===== src/hdl/d2csr_pkg.sv =====
// shared types, constants and helper functions for the dense to csr compressor
package d2csr_pkg;

   localparam logic [31:0] F32_INF  = 32'h7F80_0000;
   localparam logic [31:0] ABS_MASK = 32'h7FFF_FFFF;
   localparam logic [30:0] KEPT_MAX = 31'h7FFF_FFFF;
   localparam logic [16:0] DIM_MAX  = 17'd65536;

   localparam logic [1:0] FMT_F32  = 2'd0;
   localparam logic [1:0] FMT_F16  = 2'd1;
   localparam logic [1:0] FMT_BF16 = 2'd2;
   localparam logic [1:0] FMT_C64  = 2'd3;

   localparam logic [7:0] CSR_FORMAT    = 8'd0;
   localparam logic [7:0] CSR_THRESHOLD = 8'd1;
   localparam logic [7:0] CSR_COLUMNS   = 8'd2;
   localparam logic [7:0] CSR_ROWS      = 8'd3;

   localparam logic KIND_ENTRY  = 1'b0;
   localparam logic KIND_ROWEND = 1'b1;

   typedef struct packed {
      logic        kind;
      logic [63:0] entry_value;
      logic [15:0] column;
      logic [30:0] row_pointer;
      logic        overflow;
      logic        last_of_run;
      logic        matrix_done;
   } rsp_type;

   // exact widening of a half magnitude to single bits
   function automatic logic [31:0] half_abs_to_single(input logic [14:0] h);
      logic [4:0] ex;
      logic [9:0] m;
      logic [3:0] p;
      logic [3:0] sh;
      logic [19:0] ms;
      logic [7:0] e;
      ex = h[14:10];
      m  = h[9:0];
      p  = 4'd0;
      for (int i = 0; i < 10; i++) begin
         if (m[i]) p = 4'(i);
      end
      sh = 4'd10 - p;
      ms = {10'd0, m} << sh;
      e  = 8'd113 - {4'd0, sh};
      if (ex == 5'd31) begin
         half_abs_to_single = F32_INF | {9'd0, m, 13'd0};
      end else if (ex != 5'd0) begin
         half_abs_to_single = {1'b0, {3'd0, ex} + 8'd112, m, 13'd0};
      end else if (m == 10'd0) begin
         half_abs_to_single = 32'd0;
      end else begin
         half_abs_to_single = {1'b0, e, ms[9:0], 13'd0};
      end
   endfunction

   function automatic logic single_above(input logic [31:0] a, input logic [31:0] t);
      single_above = (a <= F32_INF) && (t <= F32_INF) && (a > t);
   endfunction

   function automatic logic [16:0] eff_count(input logic [16:0] r);
      if (r == 17'd0) begin
         eff_count = 17'd1;
      end else if (r > DIM_MAX) begin
         eff_count = DIM_MAX;
      end else begin
         eff_count = r;
      end
   endfunction

endpackage


===== src/hdl/d2csr_keep.sv =====
// four stage keep test, exact complex magnitude compare
module d2csr_keep (
   input  logic        clock,
   input  logic        advance,
   input  logic [63:0] value_bits,
   input  logic [1:0]  value_format,
   input  logic [30:0] threshold_bits,
   output logic        kept
);

   logic [31:0] lo, hi, ra, ia, a, b, t;
   logic        tz;
   logic        dec_c, dk_c;
   logic [7:0]  ea, eb, et, dtb;
   logic [23:0] ma, mb, mt;
   logic [24:0] tv, av;

   logic        dec2_ff, dk2_ff;
   logic [24:0] t2_ff, a2_ff;
   logic [23:0] b2_ff;
   logic [5:0]  k2_ff;

   logic        dec3_ff, dk3_ff;
   logic [49:0] tsq3_ff, asq3_ff;
   logic [47:0] bsq3_ff;
   logic [5:0]  k3_ff;

   logic        dec4_ff, dk4_ff;
   logic [49:0] d4_ff;
   logic [47:0] bsq4_ff;
   logic [5:0]  k4_ff;

   logic [99:0] rhs, lhs;

   always_comb begin
      lo  = value_bits[31:0];
      hi  = value_bits[63:32];
      ra  = lo & d2csr_pkg::ABS_MASK;
      ia  = hi & d2csr_pkg::ABS_MASK;
      t   = {1'b0, threshold_bits};
      tz  = (threshold_bits == 31'd0);
      a   = (ra >= ia) ? ra : ia;
      b   = (ra >= ia) ? ia : ra;
      ea  = (a[30:23] == 8'd0) ? 8'd1 : a[30:23];
      eb  = (b[30:23] == 8'd0) ? 8'd1 : b[30:23];
      et  = (t[30:23] == 8'd0) ? 8'd1 : t[30:23];
      ma  = {a[30:23] != 8'd0, a[22:0]};
      mb  = {b[30:23] != 8'd0, b[22:0]};
      mt  = {t[30:23] != 8'd0, t[22:0]};
      dtb = et - eb;
      tv  = {mt, 1'b0};
      av  = (ea == et) ? {ma, 1'b0} : {1'b0, ma};
      dec_c = 1'b1;
      dk_c  = 1'b0;
      case (value_format)
         d2csr_pkg::FMT_F32: begin
            dk_c = tz ? (ra != 32'd0) : d2csr_pkg::single_above(ra, t);
         end
         d2csr_pkg::FMT_F16: begin
            dk_c = tz ? (lo[14:0] != 15'd0)
                      : d2csr_pkg::single_above(d2csr_pkg::half_abs_to_single(lo[14:0]), t);
         end
         d2csr_pkg::FMT_BF16: begin
            dk_c = tz ? (lo[14:0] != 15'd0)
                      : d2csr_pkg::single_above({1'b0, lo[14:0], 16'd0}, t);
         end
         d2csr_pkg::FMT_C64: begin
            if (tz) begin
               dk_c = (ra != 32'd0) || (ia != 32'd0);
            end else if (t > d2csr_pkg::F32_INF) begin
               dk_c = 1'b0;
            end else if (ra == d2csr_pkg::F32_INF || ia == d2csr_pkg::F32_INF) begin
               dk_c = (t < d2csr_pkg::F32_INF);
            end else if (ra > d2csr_pkg::F32_INF || ia > d2csr_pkg::F32_INF
                         || t == d2csr_pkg::F32_INF) begin
               dk_c = 1'b0;
            end else if (a > t) begin
               dk_c = 1'b1;
            end else if (a == t) begin
               dk_c = (b != 32'd0);
            end else if (({1'b0, ea} + 9'd1) < {1'b0, et}) begin
               dk_c = 1'b0;
            end else if (dtb >= 8'd25) begin
               dk_c = 1'b0;
            end else begin
               dec_c = 1'b0;
            end
         end
         default: begin
            dk_c = 1'b0;
         end
      endcase
   end

   always_ff @(posedge clock) begin
      if (advance) begin
         dec2_ff <= dec_c;
         dk2_ff  <= dk_c;
         t2_ff   <= tv;
         a2_ff   <= av;
         b2_ff   <= mb;
         k2_ff   <= {dtb[4:0], 1'b0};

         dec3_ff <= dec2_ff;
         dk3_ff  <= dk2_ff;
         tsq3_ff <= t2_ff * t2_ff;
         asq3_ff <= a2_ff * a2_ff;
         bsq3_ff <= b2_ff * b2_ff;
         k3_ff   <= k2_ff;

         dec4_ff <= dec3_ff;
         dk4_ff  <= dk3_ff;
         d4_ff   <= tsq3_ff - asq3_ff;
         bsq4_ff <= bsq3_ff;
         k4_ff   <= k3_ff;
      end
   end

   always_comb begin
      rhs  = {50'd0, d4_ff} << k4_ff;
      lhs  = {50'd0, bsq4_ff, 2'b00};
      kept = dec4_ff ? dk4_ff : (lhs > rhs);
   end

endmodule


===== config.mk =====
export PLATFORM = sky130hd
export DESIGN_NAME = d2csr_keep
export DESIGN_NICKNAME = d
export VERILOG_FILES = /design/src/hdl/d2csr_pkg.sv /design/src/hdl/d2csr_keep.sv
export SDC_FILE = /design/constraint.sdc
export NUM_CORES = 2
export LEC_CHECK = 0
export BUFFER_PORTS_ARGS = -buffer_cell sky130_fd_sc_hd__buf_2
export CORE_MARGIN = 10
export CORE_UTILIZATION = 50
export CTS_CLUSTER_DIAMETER = 150
export CTS_CLUSTER_SIZE = 12
export DETAILED_ROUTE_END_ITERATION = 6
export GPL_TIMING_DRIVEN = 1
export PLACE_DENSITY = 0.64
export SYNTH_ARGS = -nofsm -noshare
export SYNTH_HDL_FRONTEND = slang
export SYNTH_SLANG_ARGS = --single-unit

===== constraint.sdc =====
create_clock -name clock -period 8.8 [get_ports clock]
set_clock_uncertainty 0.2 [all_clocks]
set_input_delay 1.76 -clock clock [delete_from_list [all_inputs] [get_ports clock]]
set_output_delay 1.76 -clock clock [all_outputs]
set_load 0.01 [all_outputs]

==> metrics.txt <==
# TYPE chip_impl_metric gauge
chip_impl_info{name="outcome",value="finished, final reports clean"} 1
chip_impl_metric{name="finalWirelength",unit="mm"} 182
chip_impl_info{name="grt_setup_unrepaired",value="no"} 1
chip_impl_metric{name="global_route_wire_length_before_repair",unit="mm"} 296
chip_impl_info{name="synth_area_leaders",value="fa_1 37%, edfxtp_1 14%, ha_1 13%"} 1
chip_impl_info{name="critPathCaptureType",value="flop"} 1
chip_impl_metric{name="nets",unit=""} 9868
chip_impl_metric{name="floorplan.core_area",unit="um2"} 143000
chip_impl_metric{name="drt_first_pass_iters",unit=""} 7
chip_impl_metric{name="post-cts-setup-buffers",unit=""} 0
chip_impl_metric{name="synth_async_sr_flop_share",unit=""} 0
chip_impl_metric{name="route.detailed.vias_per_inst",unit=""} 5.35
chip_impl_metric{name="post_cts_hold_buffer_count",unit=""} 0
chip_impl_metric{name="grt_max_degree",unit=""} 180
chip_impl_metric{name="synth-seq-cells",unit=""} 333
chip_impl_metric{name="ys.warnings.count",unit=""} 0
chip_impl_metric{name="final_antenna_net_count",unit=""} 0
chip_impl_metric{name="finalHoldViolCount",unit=""} 0
chip_impl_metric{name="post_cts_resize_count",unit=""} 0
chip_impl_info{name="path_delay_family",value="adder cells"} 1
chip_impl_metric{name="cpPeakStageDelay",unit="ns"} 0.78
chip_impl_metric{name="horizontal_extent_of_the_die",unit="um"} 399
chip_impl_metric{name="die_h",unit="um"} 399
chip_impl_metric{name="clock_path_buffers",unit=""} 3
chip_impl_metric{name="timing.max_slew.rel_slack",unit=""} 0.220
chip_impl_metric{name="worstPathBufferInverterCount",unit=""} 7
chip_impl_metric{name="floorplan.rows",unit=""} 139
chip_impl_info{name="ys_top_cells_by_count",value="2,059 x inv_1, 1,321 x fa_1, 776 x ha_1"} 1
chip_impl_metric{name="worst-endpoint-required",unit="ns"} 8.96
chip_impl_metric{name="finalCritPeriodShare",unit=""} 0.947
chip_impl_metric{name="timing_max_transition_violations_final",unit=""} 0
chip_impl_metric{name="syn-num-nets",unit=""} 9824
chip_impl_info{name="critPathSlowestCell",value="edfxtp_1"} 1
chip_impl_metric{name="numPortBuffers",unit=""} 97
chip_impl_metric{name="drv_cap",unit=""} 0
chip_impl_metric{name="via_count",unit=""} 51283
chip_impl_metric{name="synth.cell_area",unit="um2"} 72000
chip_impl_metric{name="number_of_antenna_violations_at_the_first_check_in_global_routing",unit=""} 21
chip_impl_info{name="post-synth-top-area-cell",value="fa_1"} 1
chip_impl_metric{name="clkTransAtPathRegs",unit="ns"} 0.08
chip_impl_metric{name="clock_insertion_delay_at_the_later_pin_of_the_skew_report",unit="ns"} 0.62
chip_impl_info{name="yosys.cell_count.top_type",value="inv_1"} 1
chip_impl_metric{name="tightest_pin_transition",unit="ns"} 1.17
chip_impl_metric{name="syn_avg_cell_area",unit="um2"} 9.44
chip_impl_metric{name="design.die.area",unit="um2"} 160000
chip_impl_metric{name="grt_pass1_vias",unit=""} 54783
chip_impl_metric{name="layout-area-overhead-vs-synth",unit="%"} 5.54
chip_impl_info{name="synth_top_flop_cell",value="edfxtp_1"} 1
chip_impl_metric{name="cts-buffers-inserted",unit=""} 31
chip_impl_metric{name="grt.total_usage",unit=""} 0.233
chip_impl_metric{name="synth.yosys.seq_area_share",unit=""} 0.139
chip_impl_metric{name="synth_enable_flop_cells",unit=""} 333
chip_impl_metric{name="fin_crit",unit="ns"} 8.33
chip_impl_metric{name="num_io_pins",unit=""} 100
chip_impl_metric{name="detail_route.iter0.violations",unit=""} 3574
chip_impl_metric{name="final_wtd_congestion",unit=""} 0.982
chip_impl_metric{name="setup_viol",unit=""} 0
chip_impl_metric{name="cts_h_tree_depth",unit=""} 1
chip_impl_metric{name="wire_per_inst",unit="um"} 18.9
chip_impl_metric{name="dp.final_hpwl",unit="mm"} 153
chip_impl_info{name="tritoncts",value="yes"} 1
chip_impl_metric{name="detail_route.drc_violations",unit=""} 0
chip_impl_metric{name="post_route_cells_drive_above_1_share",unit=""} 0.0438
chip_impl_metric{name="clock-sinks",unit=""} 333
chip_impl_info{name="min-delay-path-class",value="flop to flop"} 1
chip_impl_metric{name="grt.overflow.total",unit=""} 0
chip_impl_metric{name="post-synth-top-area-fraction",unit=""} 0.367
chip_impl_info{name="path_class",value="flop to flop"} 1
chip_impl_metric{name="cp_data_arrival_time",unit="ns"} 8.49
chip_impl_metric{name="synthesis.instances",unit=""} 7628
chip_impl_metric{name="critical_path.max_fanout",unit=""} 12
chip_impl_info{name="cts_root_buffer",value="clkbuf_16"} 1
chip_impl_metric{name="max_clock_freq",unit="MHz"} 120
chip_impl_info{name="worstSetupStartpointType",value="flop"} 1
chip_impl_metric{name="tns",unit="ns"} 0
chip_impl_metric{name="floorplan.initialDensity",unit=""} 0.502
chip_impl_metric{name="ys_types",unit=""} 83
path summary, 6_finish.rpt:
path	startpoint	endpoint	slack (ns)	cells past startpoint
setup / recovery	b2_ff[14]$_DFFE_PP_	bsq3_ff[40]$_DFFE_PP_	0.47	26
hold reg to reg	bsq3_ff[47]$_DFFE_PP_	bsq4_ff[47]$_DFFE_PP_	0.20	0
hold / removal	bsq3_ff[47]$_DFFE_PP_	bsq4_ff[47]$_DFFE_PP_	0.20	0
setup reg to reg	b2_ff[14]$_DFFE_PP_	bsq3_ff[40]$_DFFE_PP_	0.47	26
metal layers:
layer  track usage  share of wire
met1         0.322           0.43
met3        0.0287          0.065
met2         0.386           0.47
met5             0        0.00045
met4        0.0667          0.031
kinds of logic (layout without fill, tap and decap cells):
| family | after synthesis | count (layout) | synth area share |
|---|---|---|---|
| xor gates and xnor gates | 227 | 227 | 0.0276 |
| and+or+nand+nor | 1656 | 1656 | 0.111 |
| other | 0 | 7 | 0 |
| AOI/OAI and AO/OA | 881 | 881 | 0.0786 |
| adders and majority gates | 2097 | 2097 | 0.502 |
| DFF | 333 | 333 | 0.139 |
| buffers and inverters | 2296 | 2340 | 0.120 |
| muxes | 138 | 138 | 0.0218 |
layout by cell type, fill, tap and decap left out, types with 12 or more instances in the layout:
master,count
nor2_1,235
nor4_1,26
nand2b_1,43
ha_1,776
o31ai_1,18
inv_1,2059
nand3_1,46
a21oi_1,272
a31oi_1,23
nor2b_1,65
a211oi_1,34
a21o_1,174
mux4_2,12
buf_2,96
xnor2_1,140
and3_1,20
nand4_1,64
mux2i_1,96
o21bai_1,21
o21a_1,48
o21ai_0,144
clkbuf_16,31
and2_1,358
mux2_2,27
nand2_1,688
xor2_1,87
edfxtp_1,333
o21ai_1,15
o211ai_1,19
fa_1,1321
buf_4,139
nor3_1,53
area by class of cell:
| type | count | area, um2 |
|---|---|---|
| well taps | 1903 | 2380 |
| inverters | 2065 | 7750 |
| multi-input cells | 4999 | 53400 |
| repair buffers | 242 | 1660 |
| fillers | 13088 | 67300 |
| clock buffers | 31 | 776 |
| clock inverters | 2 | 25.0 |
| flip-flops and latches | 333 | 10000 |
| diodes | 7 | 17.5 |
state kept, by name, summed over array words and instances, names as in the netlist, 24 cells and up:
| register | cells |
|---|---|
| a2_ff | 25 |
| asq3_ff | 49 |
| b2_ff | 24 |
| bsq3_ff | 47 |
| bsq4_ff | 47 |
| d4_ff | 49 |
| t2_ff | 24 |
| tsq3_ff | 47 |
through the flow:
step	worst slack [ns]	hold WS [ns]	cells	cell area, um2	utilization
2_1_floorplan	1.06	0.200	7628	72000	-
3_3_place_gp	0.346	0.203	9540	75100	0.524
3_5_place_dp	0.341	0.205	9540	75100	0.524
4_1_cts	0.294	0.206	9573	75900	0.530
5_1_grt	0.0644	0.207	9577	76000	0.530
6_report	0.467	0.202	9582	76000	0.530
worst register-to-register path, cell delays in order, from the launching register on:
cell and delay [ns]:
edfxtp_1 0.78, nand2_1 0.25, fa_1 0.58, inv_1 0.06, fa_1 0.53, inv_1 0.06
fa_1 0.55, inv_1 0.07, fa_1 0.50, inv_1 0.06, fa_1 0.52, inv_1 0.05
fa_1 0.47, inv_1 0.05, fa_1 0.47, inv_1 0.04, ha_1 0.32, and3_1 0.20
a221o_1 0.30, a221oi_2 0.43, o21ai_1 0.20, a221oi_1 0.43, nor2_1 0.13, a311o_1 0.40
a21o_1 0.18, a21oi_1 0.17, xnor2_1 0.08
Power is not shown: default switching activity piles up to over one toggle a cycle in this logic, so the estimate is an artifact.
